<file path="src/design/heartbeat_offline_monitor_core_assert.svh">
// ----------------------------------------------------------------------------
// heartbeat_offline_monitor_core_assert.svh
// Assertion macros for the heartbeat monitor; empty bodies in synthesis.
// ----------------------------------------------------------------------------
`ifndef HEARTBEAT_OFFLINE_MONITOR_CORE_ASSERT_SVH
`define HEARTBEAT_OFFLINE_MONITOR_CORE_ASSERT_SVH

`ifndef SYNTHESIS
// same-cycle implication
`define HOM_ASSERT_IMP(lbl, clk, rst_n, ante, cons, msg) \
  lbl: assert property (@(posedge clk) disable iff (!rst_n) (ante) |-> (cons)) \
    else $error(msg);
// next-cycle implication
`define HOM_ASSERT_NXT(lbl, clk, rst_n, ante, cons, msg) \
  lbl: assert property (@(posedge clk) disable iff (!rst_n) (ante) |=> (cons)) \
    else $error(msg);
`else
`define HOM_ASSERT_IMP(lbl, clk, rst_n, ante, cons, msg)
`define HOM_ASSERT_NXT(lbl, clk, rst_n, ante, cons, msg)
`endif

`endif

</file>
<file path="src/design/hom_pkg.sv">
// ----------------------------------------------------------------------------
// hom_pkg
// Shared types and constants of the heartbeat offline monitor.
// ----------------------------------------------------------------------------
package hom_pkg;

  // widest device count the output masks carry
  localparam int MAX_DEV  = 4;
  localparam int DEV_BITS = 2;
  localparam int THR_BITS = 16;
  localparam int PRI_BITS = 8;

  typedef logic [DEV_BITS-1:0] dev_t;
  typedef logic [MAX_DEV-1:0]  mask_t;

  // input word modes
  localparam logic MODE_TICK = 1'b0;
  localparam logic MODE_BEAT = 1'b1;

  // flag bit positions in a device entry, time stamp above them
  localparam int FLG_LOST  = 0;
  localparam int FLG_ERR   = 1;
  localparam int FLG_FAULT = 2;
  localparam int FLG_BITS  = 3;

  // configuration register indexes
  typedef enum logic [1:0] {
    CFG_OFFLINE = 2'd0,
    CFG_ONLINE  = 2'd1,
    CFG_PRIO    = 2'd2,
    CFG_ENABLE  = 2'd3
  } cfg_idx_t;

  localparam int CFG_DATA_BITS = 64;

  localparam logic [63:0] OFFLINE_RST = 64'd171801313300;
  localparam logic [63:0] ONLINE_RST  = 64'd0;
  localparam logic [31:0] PRIO_RST    = 32'd658191;
  localparam logic [3:0]  ENABLE_RST  = 4'd7;

  typedef enum logic [1:0] {
    ST_IDLE,
    ST_READ,
    ST_DRAIN
  } state_t;

  typedef struct packed {
    logic mode;
    dev_t device;
    logic data_fault;
  } in_word_t;

  typedef struct packed {
    mask_t lost_mask;
    mask_t error_mask;
    logic  any_lost;
    dev_t  top_device;
    mask_t newly_lost_mask;
  } out_word_t;

  // per-device evaluation control
  typedef struct packed {
    logic beat;
    logic hit;
    logic data_fault;
    logic enabled;
  } eval_ctl_t;

  // per-device evaluation status
  typedef struct packed {
    logic over;
    logic newly;
  } eval_res_t;

endpackage

</file>
<file path="src/design/hom_dev_ram.sv">
// ----------------------------------------------------------------------------
// hom_dev_ram
// Device entry memory: one write and one registered read port, with a valid
// bit per entry so that an unwritten entry reads as its reset word.
// ----------------------------------------------------------------------------
module hom_dev_ram #(
  parameter int                 DEPTH    = 4,
  parameter int                 IDX_W    = 2,
  parameter int                 WIDTH    = 35,
  parameter logic [WIDTH-1:0]   RST_WORD = '0
) (
  input  logic             clk,
  input  logic             rst_n,
  input  logic             we,
  input  logic [IDX_W-1:0] wr_addr,
  input  logic [WIDTH-1:0] wr_data,
  input  logic             re,
  input  logic [IDX_W-1:0] rd_addr,
  output logic [WIDTH-1:0] rd_data
);

  logic [WIDTH-1:0] mem [DEPTH];
  logic [DEPTH-1:0] vld_r;
  logic [WIDTH-1:0] rd_word_r;
  logic             rd_vld_r;

  // storage write
  always_ff @(posedge clk) begin
    if (we) begin
      mem[wr_addr] <= wr_data;
    end
  end

  // valid bits, cleared by reset
  always_ff @(posedge clk) begin
    if (!rst_n) begin
      vld_r <= '0;
    end else if (we) begin
      vld_r[wr_addr] <= 1'b1;
    end
  end

  // registered read
  always_ff @(posedge clk) begin
    if (re) begin
      rd_word_r <= mem[rd_addr];
      rd_vld_r  <= vld_r[rd_addr];
    end
  end

  assign rd_data = rd_vld_r ? rd_word_r : RST_WORD;

endmodule

</file>
<file path="src/design/hom_eval.sv">
// ----------------------------------------------------------------------------
// hom_eval
// Update of one device entry for a beat or for one step of a tick scan.
// ----------------------------------------------------------------------------
module hom_eval #(
  parameter int TIME_BITS = 32
) (
  input  hom_pkg::eval_ctl_t                          ctl,
  input  logic [TIME_BITS-1:0]                        now_tick,
  input  logic [TIME_BITS+hom_pkg::FLG_BITS-1:0]      entry_in,
  input  logic [hom_pkg::THR_BITS-1:0]                off_thr,
  input  logic [hom_pkg::THR_BITS-1:0]                on_thr,
  output logic [TIME_BITS+hom_pkg::FLG_BITS-1:0]      entry_out,
  output hom_pkg::eval_res_t                          res
);

  logic [TIME_BITS-1:0] last;
  logic [TIME_BITS-1:0] elapsed;
  logic                 lost;
  logic                 err;
  logic                 fault;

  assign elapsed = now_tick - entry_in[TIME_BITS+hom_pkg::FLG_BITS-1:hom_pkg::FLG_BITS];

  always_comb begin
    last      = entry_in[TIME_BITS+hom_pkg::FLG_BITS-1:hom_pkg::FLG_BITS];
    lost      = entry_in[hom_pkg::FLG_LOST];
    err       = entry_in[hom_pkg::FLG_ERR];
    fault     = entry_in[hom_pkg::FLG_FAULT];
    res.over  = 1'b0;
    res.newly = 1'b0;
    if (ctl.beat) begin
      // heartbeat: restamp, clear lost, track data fault
      if (ctl.hit) begin
        last = now_tick;
        lost = 1'b0;
        if (ctl.data_fault) begin
          err   = 1'b1;
          fault = 1'b1;
        end else begin
          fault = 1'b0;
        end
      end
    end else if (ctl.enabled) begin
      // scan step
      if (elapsed > TIME_BITS'(off_thr)) begin
        res.over = 1'b1;
        if (!err) begin
          lost      = 1'b1;
          err       = 1'b1;
          res.newly = 1'b1;
        end
      end else if (elapsed < TIME_BITS'(on_thr)) begin
        lost = 1'b0;
        err  = 1'b1;
      end else begin
        lost = 1'b0;
        err  = fault;
      end
    end
    entry_out = {last, fault, err, lost};
  end

endmodule

</file>
<file path="src/design/heartbeat_offline_monitor_core.sv">
// ----------------------------------------------------------------------------
// heartbeat_offline_monitor_core
// Multi-device heartbeat watchdog built around a device entry memory.
// ----------------------------------------------------------------------------
// Usage:
//   A word is taken on in_word when start is high and busy is low. mode 0
//   advances the tick counter and scans every enabled device; mode 1 records
//   a heartbeat (and its data check) for in_word.device.
//   Every word yields one result word on out_word, shown for exactly one
//   cycle with out_valid high. The receiver cannot stall it.
//   Each word sweeps all device entries of the memory in state READ, one
//   read per cycle, with the write-back in the cycle after its read; then
//   state DRAIN sets the registered out_valid. busy drops in the cycle that
//   shows the result, so a new word can be taken in that cycle.
//   Configuration: cfg_we writes cfg_wdata to register cfg_index at once
//   (0 offline thresholds, 1 online thresholds, 2 priorities, 3 enable
//   mask); write only while no word is in flight.
//   Reset: synchronous, active low. Registers take their reset values and
//   the entry valid bits clear, so every device reads as lost, faulted, not
//   in error, last beat at tick 0. No clearing pass is needed.
// ----------------------------------------------------------------------------
`include "heartbeat_offline_monitor_core_assert.svh"

module heartbeat_offline_monitor_core #(
  parameter int NUM_DEVICES = 4,
  parameter int TIME_BITS   = 32
) (
  input  logic                                  clk,
  input  logic                                  rst_n,
  input  logic                                  start,
  output logic                                  busy,
  input  hom_pkg::in_word_t                     in_word,
  output logic                                  out_valid,
  output hom_pkg::out_word_t                    out_word,
  input  logic                                  cfg_we,
  input  logic [1:0]                            cfg_index,
  input  logic [hom_pkg::CFG_DATA_BITS-1:0]     cfg_wdata
);

  localparam int IDX_W = (NUM_DEVICES > 1) ? $clog2(NUM_DEVICES) : 1;
  localparam int CNT_W = $clog2(NUM_DEVICES + 1);
  localparam int ENT_W = TIME_BITS + hom_pkg::FLG_BITS;
  localparam logic [ENT_W-1:0] RST_WORD =
    ENT_W'((1 << hom_pkg::FLG_LOST) | (1 << hom_pkg::FLG_FAULT));

  hom_pkg::state_t     state_r, state_nxt;
  logic [CNT_W-1:0]    rd_cnt_r, rd_cnt_nxt;
  logic                rv_r;
  logic [IDX_W-1:0]    wr_idx_r;
  hom_pkg::in_word_t   itm_r;
  logic [TIME_BITS-1:0] now_r;

  logic [63:0]         cfg_off_r;
  logic [63:0]         cfg_on_r;
  logic [31:0]         cfg_pri_r;
  logic [3:0]          cfg_en_r;

  hom_pkg::mask_t      acc_lost_r, acc_lost_nxt;
  hom_pkg::mask_t      acc_err_r, acc_err_nxt;
  hom_pkg::mask_t      acc_new_r, acc_new_nxt;
  logic                acc_any_r, acc_any_nxt;
  logic [hom_pkg::PRI_BITS-1:0] acc_best_r, acc_best_nxt;
  logic [IDX_W-1:0]    acc_top_r, acc_top_nxt;
  logic                sum_any_r;
  hom_pkg::dev_t       sum_top_r;

  logic                out_valid_r;
  hom_pkg::out_word_t  out_word_r;

  logic                accept;
  logic                mem_re;
  logic                mem_we;
  logic [IDX_W-1:0]    rd_addr;
  logic [ENT_W-1:0]    rd_data;
  logic [ENT_W-1:0]    wr_data;
  hom_pkg::dev_t       dev_sel;
  hom_pkg::eval_ctl_t  ev_ctl;
  hom_pkg::eval_res_t  ev_res;
  logic [hom_pkg::PRI_BITS-1:0] cur_pri;

  assign accept  = start && (state_r == hom_pkg::ST_IDLE);
  assign rd_addr = rd_cnt_r[IDX_W-1:0];
  assign dev_sel = hom_pkg::dev_t'(wr_idx_r);
  assign cur_pri = cfg_pri_r[dev_sel*hom_pkg::PRI_BITS +: hom_pkg::PRI_BITS];

  // configuration registers
  always_ff @(posedge clk) begin
    if (!rst_n) begin
      cfg_off_r <= hom_pkg::OFFLINE_RST;
      cfg_on_r  <= hom_pkg::ONLINE_RST;
      cfg_pri_r <= hom_pkg::PRIO_RST;
      cfg_en_r  <= hom_pkg::ENABLE_RST;
    end else if (cfg_we) begin
      case (hom_pkg::cfg_idx_t'(cfg_index))
        hom_pkg::CFG_OFFLINE: cfg_off_r <= cfg_wdata;
        hom_pkg::CFG_ONLINE:  cfg_on_r  <= cfg_wdata;
        hom_pkg::CFG_PRIO:    cfg_pri_r <= cfg_wdata[31:0];
        hom_pkg::CFG_ENABLE:  cfg_en_r  <= cfg_wdata[3:0];
        default: ;
      endcase
    end
  end

  // next state
  always_comb begin
    state_nxt = state_r;
    case (state_r)
      hom_pkg::ST_IDLE: begin
        if (start) state_nxt = hom_pkg::ST_READ;
      end
      hom_pkg::ST_READ: begin
        if (rd_cnt_r == CNT_W'(NUM_DEVICES - 1)) state_nxt = hom_pkg::ST_DRAIN;
      end
      hom_pkg::ST_DRAIN: state_nxt = hom_pkg::ST_IDLE;
      default:           state_nxt = hom_pkg::ST_IDLE;
    endcase
  end

  // sequencer outputs
  always_comb begin
    mem_re     = 1'b0;
    rd_cnt_nxt = rd_cnt_r;
    case (state_r)
      hom_pkg::ST_IDLE: rd_cnt_nxt = '0;
      hom_pkg::ST_READ: begin
        mem_re     = 1'b1;
        rd_cnt_nxt = rd_cnt_r + 1'b1;
      end
      hom_pkg::ST_DRAIN: rd_cnt_nxt = '0;
      default:           rd_cnt_nxt = '0;
    endcase
  end

  // write-back follows the read in the next cycle; addresses never coincide
  assign mem_we = rv_r;

  always_ff @(posedge clk) begin
    if (!rst_n) begin
      state_r  <= hom_pkg::ST_IDLE;
      rd_cnt_r <= '0;
      rv_r     <= 1'b0;
    end else begin
      state_r  <= state_nxt;
      rd_cnt_r <= rd_cnt_nxt;
      rv_r     <= mem_re;
    end
  end

  always_ff @(posedge clk) begin
    if (mem_re) wr_idx_r <= rd_addr;
  end

  // capture word, advance tick
  always_ff @(posedge clk) begin
    if (!rst_n) begin
      now_r <= '0;
    end else if (accept && (in_word.mode == hom_pkg::MODE_TICK)) begin
      now_r <= now_r + 1'b1;
    end
  end

  always_ff @(posedge clk) begin
    if (accept) itm_r <= in_word;
  end

  hom_dev_ram #(
    .DEPTH    (NUM_DEVICES),
    .IDX_W    (IDX_W),
    .WIDTH    (ENT_W),
    .RST_WORD (RST_WORD)
  ) u_ram (
    .clk     (clk),
    .rst_n   (rst_n),
    .we      (mem_we),
    .wr_addr (wr_idx_r),
    .wr_data (wr_data),
    .re      (mem_re),
    .rd_addr (rd_addr),
    .rd_data (rd_data)
  );

  // per-device evaluation control
  always_comb begin
    ev_ctl.beat       = (itm_r.mode == hom_pkg::MODE_BEAT);
    ev_ctl.hit        = (itm_r.device == dev_sel);
    ev_ctl.data_fault = itm_r.data_fault;
    ev_ctl.enabled    = cfg_en_r[dev_sel];
  end

  hom_eval #(
    .TIME_BITS (TIME_BITS)
  ) u_eval (
    .ctl       (ev_ctl),
    .now_tick  (now_r),
    .entry_in  (rd_data),
    .off_thr   (cfg_off_r[dev_sel*hom_pkg::THR_BITS +: hom_pkg::THR_BITS]),
    .on_thr    (cfg_on_r[dev_sel*hom_pkg::THR_BITS +: hom_pkg::THR_BITS]),
    .entry_out (wr_data),
    .res       (ev_res)
  );

  // accumulate masks and the priority pick
  always_comb begin
    acc_lost_nxt = acc_lost_r;
    acc_err_nxt  = acc_err_r;
    acc_new_nxt  = acc_new_r;
    acc_any_nxt  = acc_any_r;
    acc_best_nxt = acc_best_r;
    acc_top_nxt  = acc_top_r;
    if (rv_r) begin
      acc_lost_nxt[dev_sel] = wr_data[hom_pkg::FLG_LOST];
      acc_err_nxt[dev_sel]  = wr_data[hom_pkg::FLG_ERR];
      acc_new_nxt[dev_sel]  = ev_res.newly;
      if (ev_res.over) begin
        if (!acc_any_r || (cur_pri > acc_best_r)) begin
          acc_best_nxt = cur_pri;
          acc_top_nxt  = wr_idx_r;
        end
        acc_any_nxt = 1'b1;
      end
    end
  end

  always_ff @(posedge clk) begin
    if (accept) begin
      acc_lost_r <= '0;
      acc_err_r  <= '0;
      acc_new_r  <= '0;
      acc_any_r  <= 1'b0;
      acc_best_r <= '0;
      acc_top_r  <= '0;
    end else begin
      acc_lost_r <= acc_lost_nxt;
      acc_err_r  <= acc_err_nxt;
      acc_new_r  <= acc_new_nxt;
      acc_any_r  <= acc_any_nxt;
      acc_best_r <= acc_best_nxt;
      acc_top_r  <= acc_top_nxt;
    end
  end

  // scan summary, committed at the end of a tick
  always_ff @(posedge clk) begin
    if (!rst_n) begin
      sum_any_r <= 1'b0;
      sum_top_r <= '0;
    end else if ((state_r == hom_pkg::ST_DRAIN) && (itm_r.mode == hom_pkg::MODE_TICK)) begin
      sum_any_r <= acc_any_nxt;
      sum_top_r <= hom_pkg::dev_t'(acc_top_nxt);
    end
  end

  // result register
  always_ff @(posedge clk) begin
    if (!rst_n) begin
      out_valid_r <= 1'b0;
    end else begin
      out_valid_r <= (state_r == hom_pkg::ST_DRAIN);
    end
  end

  always_ff @(posedge clk) begin
    if (state_r == hom_pkg::ST_DRAIN) begin
      out_word_r.lost_mask       <= acc_lost_nxt;
      out_word_r.error_mask      <= acc_err_nxt;
      out_word_r.newly_lost_mask <= acc_new_nxt;
      if (itm_r.mode == hom_pkg::MODE_TICK) begin
        out_word_r.any_lost   <= acc_any_nxt;
        out_word_r.top_device <= hom_pkg::dev_t'(acc_top_nxt);
      end else begin
        out_word_r.any_lost   <= sum_any_r;
        out_word_r.top_device <= sum_top_r;
      end
    end
  end

  assign busy      = (state_r != hom_pkg::ST_IDLE);
  assign out_valid = out_valid_r;
  assign out_word  = out_word_r;

  // checks
  `HOM_ASSERT_IMP(a_no_rw_clash, clk, rst_n, mem_we && mem_re, rd_addr != wr_idx_r, "read and write-back hit the same entry")
  `HOM_ASSERT_IMP(a_out_after_drain, clk, rst_n, out_valid, $past(state_r == hom_pkg::ST_DRAIN), "result without a finished sweep")
  `HOM_ASSERT_NXT(a_accept_starts, clk, rst_n, start && !busy, state_r == hom_pkg::ST_READ, "accepted word did not start a sweep")
  `HOM_ASSERT_IMP(a_drain_has_write, clk, rst_n, state_r == hom_pkg::ST_DRAIN, rv_r && !mem_re, "last write-back missing at drain")

endmodule
</file>
<file path="config.mk">
export PLATFORM = sky130hd
export DESIGN_NAME = heartbeat_offline_monitor_core
export DESIGN_NICKNAME = d
export VERILOG_FILES = /design/src/design/hom_pkg.sv /design/src/design/hom_dev_ram.sv /design/src/design/hom_eval.sv /design/src/design/heartbeat_offline_monitor_core.sv
export VERILOG_INCLUDE_DIRS = /design/src /design/src/design
export SDC_FILE = /design/constraint.sdc
export NUM_CORES = 1
export LEC_CHECK = 0
export BUFFER_PORTS_ARGS = -buffer_cell sky130_fd_sc_hd__buf_2
export CORE_MARGIN = 2
export CORE_UTILIZATION = 35
export CTS_BUF_LIST = sky130_fd_sc_hd__clkbuf_2 sky130_fd_sc_hd__clkbuf_4 sky130_fd_sc_hd__clkbuf_8
export DETAILED_ROUTE_END_ITERATION = 10
export GPL_ROUTABILITY_DRIVEN = 0
export HOLD_SLACK_MARGIN = 0.03
export PLACE_DENSITY_LB_ADDON = 0.2
export SYNTH_ARGS = -nofsm -noshare
export SYNTH_HDL_FRONTEND = slang
export SYNTH_SLANG_ARGS = --single-unit
</file>
<file path="constraint.sdc">
create_clock -name clk -period 5.3 [get_ports clk]
set_clock_uncertainty 0.1 [all_clocks]
set_input_delay 0.795 -clock clk [delete_from_list [all_inputs] [get_ports clk]]
set_output_delay 0.795 -clock clk [all_outputs]
set_load 0.005 [all_outputs]
</file>
==> run summary, run 1 <==
In the synthesized netlist the dominant register cell turns out to be sky130_fd_sc_hd__dfxtp_1. The wire-length estimate of the detail-placed layout is 36,000 um. The initial antenna violation count is 4, and the mean post-synth cell area is 10.7 um2.

The logs give 930 for the violation count after the first detailed-routing iteration and 40.6% for the final standard cell utilization of the core. Of the total synthesized cell area, the portion taken by full adders, half adders and majority gates is 4.76%. In this run the remaining antenna-violating nets after routing total 0. In the final routed layout, each cell accounts on average for 19.0 um.

The logs give 0.189 ns for the worst setup timing slack at the placement stage and 8.30 nW for the static power due to leakage. The detailed router placed 14,300 vias in this run. The path type of the worst min-delay path is input pin to register.

The count of synthesis-stage warnings from yosys was 0. The cell at the root of the clock tree is sky130_fd_sc_hd__clkbuf_8. The logs give 83,000 um for the global-route wire length before repair and 5,571 for the number of fill cells.

The number of synthesized flops with an enable pin is 197, and the cell depth of the worst flop-to-flop path is 19. The relative max-transition margin is 34.2%. STA classifies the critical path startpoint as a register. The height of the chip works out to 244 um.

The count of unique library cells instantiated by Yosys came out at 63. From synthesis to final layout, the design area changed by 14.3%. The clock network is responsible for 42.5% of the overall power. The shortest period the worst path allows came out at 5.06 ns. The switching power as a share of total power is 24.5%. The number of global-route vias before repair is 14,400.

The final critical path takes up 95.5% of the cycle. The clock net sink count is 430, and the total number of placement rows is 87. The number of hold buffers added after CTS was 0.

The tool flagged a number of max-cap violations equal to 0. STA puts the critical path data arrival time at 5.32 ns. The dominant combinational cell family by area after synthesis was simple AND/OR/NAND/NOR gates. The tools report the final wirelength as 52,900 um. The share of the yosys chip area belonging to registers came out at 52.6%. Buffers inserted during clock tree synthesis total 72. TritonCTS built the clock tree. In this run the number of H-tree levels came out at 3.

The horizontal die dimension came out at 244 um. The tools report the element type at the critical path end as a register. Power spent charging and discharging nets: 1.83 mW.

The synthesized cell area was 20,100 um2. The library cells used most frequently in the layout, excluding fill and tap cells, are sky130_fd_sc_hd__nand2_1 (454), sky130_fd_sc_hd__dfxtp_1 (231), sky130_fd_sc_hd__edfxtp_1 (197). For the number of standard cells after synthesis, the log shows 1,886. At the later pin of the worst-skew pair, clock insertion delay measures 0.67 ns. The synthesized netlist devotes 13.7% of its cell area to compound gates. After detailed routing, the number of remaining DRC violations is 0.

The area of the core was 56,600 um2; the overall global routing resource usage was 17.9%. After Yosys synthesis, XOR and XNOR cells account for 1.96% of the synthesized area. The CTS clock-pin slew for the worst setup and hold paths was 0.06 ns; the final max-slew violation count was 0.

Dividing the detail-routed via count by the number of cells gives 5.12. The net count of the mapped netlist is 2,036, and the maximum fanout encountered on the critical timing path is 17. Once routing completed, OpenROAD measured the worst setup slack at 0.240 ns. Die area: 59,500 um2. Timing would allow up to 198 MHz. The share of total power dissipated in combinational logic is 9.1%. For this design the ratio of total power to cell area is 325 nW/um2. For the internal power component, the log shows 5.64 mW. The completed layout was analyzed and its total power is 7.47 mW. The simple-gate area share of the yosys netlist was 14.7%; the sequential cell fraction of total power was 48.4%. The share of synthesized flip-flops with an asynchronous set or reset is 0%, and the pin count of the biggest net entering global routing is 107. 91 I/O pins were placed. The number of iterations in the first detailed-routing pass came out at 6. At the end of the flow, the number of nets in the layout was 2,127.

The required time of the critical path came out at 5.56 ns. The multiplexer fraction of the synthesized cell area came out at 9.06%. The library cell used most frequently in the layout, excluding fill and tap cells, is sky130_fd_sc_hd__nand2_1. Summed over all layers, the global routing overflow is 0. In this run, synthesis produced a sequential element count of 430.

For the maximum vdd ir drop, the log shows 0.154 mV. Setup repair after global routing could not meet its margin everywhere. The longest clock path from root to sink contains 3 buffers. Number of failing hold endpoints at the final stage: 0.

The count of buffers added on input and output ports is 90. The initial utilization of the core area, before any placement, comes to 35.6%. The cell count of the worst hold path is 1, and the fraction of final layout cells sized beyond drive strength 1 is 17.4%.

The worst hold margin is 0.216 ns. At the pin with the least slew margin, the transition time is 0.987 ns. The run finished with clean final reports. By startpoint and endpoint, the worst setup path is classified as register to register.

For the count of final setup violators, the log shows 0.
## power by group through the flow
stage / logic (mW) / registers (mW) / clock network (mW)
4_1_cts: 0.685 / 3.62 / 3.27
3_5_place_dp: 0.682 / 3.69 / 0
5_1_grt: 0.756 / 3.62 / 3.40
6_report: 0.678 / 3.62 / 3.17
2_1_floorplan: 0.457 / 3.67 / 0
3_3_place_gp: 0.671 / 3.69 / 0
## final timing paths
path,start,endpoint,slack (ns)
hold / removal,in_word[2],itm_r[2],0.22
setup reg to reg,u_ram.rd_vld_r,out_word[7],0.24
setup / recovery,u_ram.rd_vld_r,out_word[7],0.24
hold reg to reg,cfg_on_r[32],cfg_on_r[32],0.36
## synthesized netlist by cell type, drive strengths merged (10+ instances only)
cell | count | area [um2]
nand4 | 22 | 153
buf | 15 | 70.1
dfxtp | 233 | 4660
and2 | 26 | 163
a21o | 20 | 150
inv | 63 | 236
nor2b | 11 | 68.8
xor2 | 12 | 105
a21boi | 155 | 1160
edfxtp | 197 | 5920
mux4 | 76 | 1710
clkbuf | 91 | 343
a211oi | 14 | 105
nand2 | 454 | 1700
o21a | 10 | 75.1
and3 | 13 | 81.3
nor2 | 41 | 154
or3 | 14 | 87.6
nor3 | 12 | 60.1
nand3 | 52 | 260
a21oi | 68 | 352
xnor2 | 33 | 289
o21ai | 89 | 449
ha | 75 | 938
## layout make-up
type                       instances  area (um2)  share of cell area, %
sequential                       430       10600                   46.0
multi-input combinational       1287        8930                   38.8
clock buffer                     115        1380                   6.01
tap                              756         946                   4.11
timing repair buffer             123         751                   3.26
inverter                          63         236                   1.03
clock inverter                    15         173                  0.751
antenna                            1        2.50                 0.0109
## critical path, stage by stage, from the launching register on
cell	delay, ns
sky130_fd_sc_hd__edfxtp_1	0.48
sky130_fd_sc_hd__and2_1	0.20
sky130_fd_sc_hd__ha_1	0.21
sky130_fd_sc_hd__fa_1	0.41
sky130_fd_sc_hd__nand2b_1	0.18
sky130_fd_sc_hd__a21oi_1	0.25
sky130_fd_sc_hd__or2_2	0.21
sky130_fd_sc_hd__a31oi_1	0.11
sky130_fd_sc_hd__xnor2_1	0.31
sky130_fd_sc_hd__ha_1	0.30
sky130_fd_sc_hd__nand4_1	0.14
sky130_fd_sc_hd__a21oi_1	0.07
sky130_fd_sc_hd__a2111oi_0	0.40
sky130_fd_sc_hd__o21ai_0	0.14
sky130_fd_sc_hd__a211oi_1	0.20
sky130_fd_sc_hd__and4_2	0.33
sky130_fd_sc_hd__nand4_4	0.08
sky130_fd_sc_hd__buf_4	0.24
sky130_fd_sc_hd__a21oi_4	0.27
sky130_fd_sc_hd__a21oi_1	0.11
## through the flow
step	instances	cell area [um2]	TNS, ns
global placement	2659	21400	0
CTS	2789	23000	0
global route	2789	23000	-0.144
finish	2790	23000	0
detailed placement	2659	21400	0
floorplan	1886	20100	0
## routing by layer
metal | part of all wire, % | vias to the layer above | global-route usage [%]
met4 | 2.5 | 8 | 5.81
met2 | 46 | 253 | 28.5
met1 | 47 | 7026 | 24.3
met5 | 0.11 | - | 0
li1 | - | 6923 | -
met3 | 4.7 | 88 | 3.84
## kinds of logic after synthesis
family	after synthesis
and+or+nand+nor	675
DFF	430
AOI/OAI and AO/OA	404
buffers and inverters	169
muxes	87
adders and majority gates	76
xor gates and xnor gates	45
## flip-flops by register name, indices dropped and copies added, names as in the netlist, 8 cells and up
signal           cells
out_word            15
cfg_off_r           64
u_ram.mem          140
cfg_on_r            64
u_ram.rd_word_r     35
cfg_pri_r           32
acc_best_r           8
now_r               32
## timing repair
item | 4_1_cts | 5_1_grt
gates resized for setup | 0 | 4
buffers inserted | 0 | 0
setup endpoints to repair | 0 | 25
No activity file was read; power rests on OpenSTA's default activity.
==> run 2: changes to the inputs <==
==> constraint.sdc (replaced) <==
create_clock -name clk -period 5.3 [get_ports clk]
set_clock_uncertainty 0.1 [all_clocks]
set_input_delay 0.53 -clock clk [delete_from_list [all_inputs] [get_ports clk]]
set_output_delay 0.53 -clock clk [all_outputs]
set_load 0.005 [all_outputs]
==> run 2 against run 1 <==
Non-clock buffer count rose by 55; sequential share of layout area shrank 1.0 points; clock power is 1% lower; total power is 0.24% lower; hold slack worse by 0.13 ns; wire length decreased by 0.16%; via count increased by 2.1%; sequential power about the same; utilization increased by 0.93 points; flip-flop and latch count unchanged; critical endpoint is now out_word[5]; highest routed layer is now met4.
==> run summary, run 2 (synthesis gave the netlist of run 1 again) <==
The maximum fanout encountered on the critical timing path works out to 9 (was 17). The final cycle utilization of the critical path was 95.0% (was 95.5%); the relative max-transition margin was 30.3% (was 34.2%). Most frequent cells in the layout: sky130_fd_sc_hd__nand2_1 (454), sky130_fd_sc_hd__dfxtp_1 (231), sky130_fd_sc_hd__edfxtp_1 (197) (unchanged). The fraction of final layout cells sized beyond drive strength 1 was 17.2% (was 17.4%); the number of global-route vias before repair was 14,600 (was 14,400). The final wirelength is 52,900 um (about the same).

The commonest non-fill, non-tap cell in the layout was sky130_fd_sc_hd__nand2_1 (unchanged). The CTS clock-pin slew for the worst setup and hold paths is 0.06 ns (about the same), and the number of iterations in the first detailed-routing pass is 5 (was 6). The static power due to leakage is 8.53 nW (was 8.30 nW), and the fmax is 199 MHz (was 198 MHz). Flip-flop count of the largest register after layout: 140 (unchanged). The run gives 36,100 um (was 36,000 um) as the half-perimeter wire length after placement. The most prevalent standard cell on the critical path is sky130_fd_sc_hd__buf_4 (was sky130_fd_sc_hd__a21oi_1).

The final setup TNS is 0 ns (unchanged), and the power per standard cell area is 317 nW/um2 (was 325 nW/um2). Shortest period the worst path allows: 5.03 ns (was 5.06 ns). The logs give 0 (unchanged) for the number of nets still failing antenna checks after routing and 3 (unchanged) for the number of buffers on the longest clock path. Total design power: 7.45 mW (was 7.47 mW). The clock net sink count is 430 (unchanged), and the data arrival at the endpoint of the critical path is 5.44 ns (was 5.32 ns). The logs give 0 (unchanged) for the number of failing hold endpoints at the final stage and 1,115 (was 930) for the violation count after the first detailed-routing iteration. The initial antenna violation count is 1 (was 4), and the detailed-route vias per instance is 5.12 (about the same). The required time of the critical path is 5.70 ns (was 5.56 ns), and the count of H-tree levels built during CTS is 3 (unchanged).

Setup repair after global routing left no endpoint under its margin. The element type at the critical path end is a register (unchanged). For the final-stage net count, the log shows 2,185 (was 2,127). The worst-margin pin slew was 1.05 ns (was 0.987 ns); the total number of placement rows was 87 (unchanged). The slowest cell on the critical path was sky130_fd_sc_hd__or4_1 (was sky130_fd_sc_hd__edfxtp_1). Critical setup path kind: register to register (unchanged).

Number of buffers inserted by port buffering: 90 (unchanged). The worst setup timing slack at the placement stage was 0.192 ns (was 0.189 ns); the effective utilization at floorplan was 35.6% (unchanged). The horizontal die dimension is 244 um (unchanged), and the final max-slew violation count is 0 (unchanged).

The maximum vdd ir drop is 0.200 mV (was 0.154 mV). The tools report the clock latency at the later pin of the worst-skew pair as 0.66 ns (was 0.67 ns). The die area was 59,500 um2 (unchanged); the I/O pin count was 91 (unchanged). The height of the chip came out at 244 um (unchanged).

The biggest cell delay along the critical path works out to 0.56 ns (was 0.48 ns). Ordered cell list for the critical path: buf_4 -> nand2_1 -> ha_1 -> nor2b_1 -> o2111a_1 -> o211ai_1 -> buf_4 -> o21ai_0 -> nand2_1 -> xnor2_1 -> ha_1 -> nand4_1 -> or4_1 -> a211oi_1 -> and4_4 -> and4_2 -> buf_4 -> o21ai_2 -> a31oi_2 (was and2_1 -> ha_1 -> fa_1 -> nand2b_1 -> a21oi_1 -> or2_2 -> a31oi_1 -> xnor2_1 -> ha_1 -> nand4_1 -> a21oi_1 -> a2111oi_0 -> o21ai_0 -> a211oi_1 -> and4_2 -> nand4_4 -> buf_4 -> a21oi_4 -> a21oi_1). For the total cell area at the placement stage, the log shows 21,400 um2 (about the same). The startpoint kind of the worst setup timing path was a register (unchanged).

The number of vias after detailed routing was 14,600 (was 14,300); the final cell area excluding filler cells was 23,500 um2 (was 23,000 um2). The final standard cell utilization of the core was 41.6% (was 40.6%); the detailed-route DRC error count was 0 (unchanged). TritonCTS built the clock tree. Area added between synthesis and finish: 16.9% (was 14.3%). The flow ran to the end, and the final reports show no timing, DRC or antenna violations. The run gives 56,600 um2 (unchanged) as the area of the core.

The top register by number of flip-flops is u_ram.mem (unchanged). The overall global routing resource usage was 17.9% (about the same). The pin count of the biggest net entering global routing is 115 (was 107), and the global-route wire length before repair is 83,000 um (about the same). The tools report the cell at the root of the clock tree as sky130_fd_sc_hd__clkbuf_8 (unchanged). The count of final setup violators was 0 (unchanged); the least setup slack across all paths after layout was 0.266 ns (was 0.240 ns). The wire length per cell after detailed routing works out to 18.5 um (was 19.0 um). The max-cap violation count came out at 0 (unchanged). Biggest regs: u_ram.mem: 140 flops, cfg_off_r: 64 flops, cfg_on_r: 64 flops (unchanged). Number of clock buffers inserted by TritonCTS: 74 (was 72). The path type of the worst min-delay path was input pin to register (unchanged). Global route total overflow: 0 (unchanged).
run 2: cell types whose count changed in the layout (fill, tap and decap cells not counted), moves of 2 or more:
cell,change
sky130_fd_sc_hd__clkinv_2,+7
sky130_fd_sc_hd__clkbuf_8,+4
sky130_fd_sc_hd__inv_6,+3
sky130_fd_sc_hd__bufinv_16,-2
sky130_fd_sc_hd__buf_12,-2
sky130_fd_sc_hd__clkbuf_4,-7
sky130_fd_sc_hd__buf_4,+5
sky130_fd_sc_hd__dlygate4sd3_1,+52
run 2: per-layer routing:
layer	vias up	track usage, %	wire length [um]
met5	-	0	0
met4	0	7.10	1820
met3	96	3.34	2520
met2	363	28.2	24100
met1	7081	24.3	24500
li1	7061	-	-
run 2: what timing repair did:
action,in CTS,in global routing
setup buffers,0,3
endpoints found under the hold margin,99,0
endpoints found under the setup margin,0,43
resized for setup,0,6
hold buffers,52,0
run 2: critical path, delay by kind of cell (launching register included):
kind | cells | cell delay, ns
simple gates | 7 | 1.67
compound gates | 6 | 1.33
buf+inv | 3 | 0.51
fa+ha+maj | 2 | 0.49
flops | 1 | 0.47
xor+xnor | 1 | 0.32
run 2: area by class of cell:
cell class	instances	area (um2)
Fill cell	5539	33100
Sequential cell	430	10600
Multi-Input combinational cell	1288	8940
Clock buffer	112	1390
Timing Repair Buffer	178	1270
Tap cell	756	946
Inverter	63	236
Clock inverter	23	166
Antenna cell	1	2.50
run 2: worst paths after layout:
kind	startpoint	endpoint	slack (ns)	depth (start not counted)
setup / recovery	u_ram.rd_vld_r	out_word[5]	0.27	19
hold / removal	cfg_wdata[30]	cfg_on_r[30]	0.09	3
setup reg to reg	u_ram.rd_vld_r	out_word[5]	0.27	19
hold reg to reg	cfg_off_r[22]	cfg_off_r[22]	0.36	2
run 2: where the power goes:
| group | leakage (nW) | internal, mW | switching (mW) |
|---|---|---|---|
| combinational | 3.99 | 0.287 | 0.421 |
| sequential | 3.72 | 3.57 | 0.0470 |
| clock | 0.828 | 1.74 | 1.39 |
run 2: stage by stage:
stage / hold WS (ns) / instances
6_report: 0.0868 / 2851
5_1_grt: 0.0673 / 2851
4_1_cts: 0.0339 / 2846
3_5_place_dp: 0.352 / 2659
3_3_place_gp: 0.345 / 2659
2_1_floorplan: 0.332 / 1886
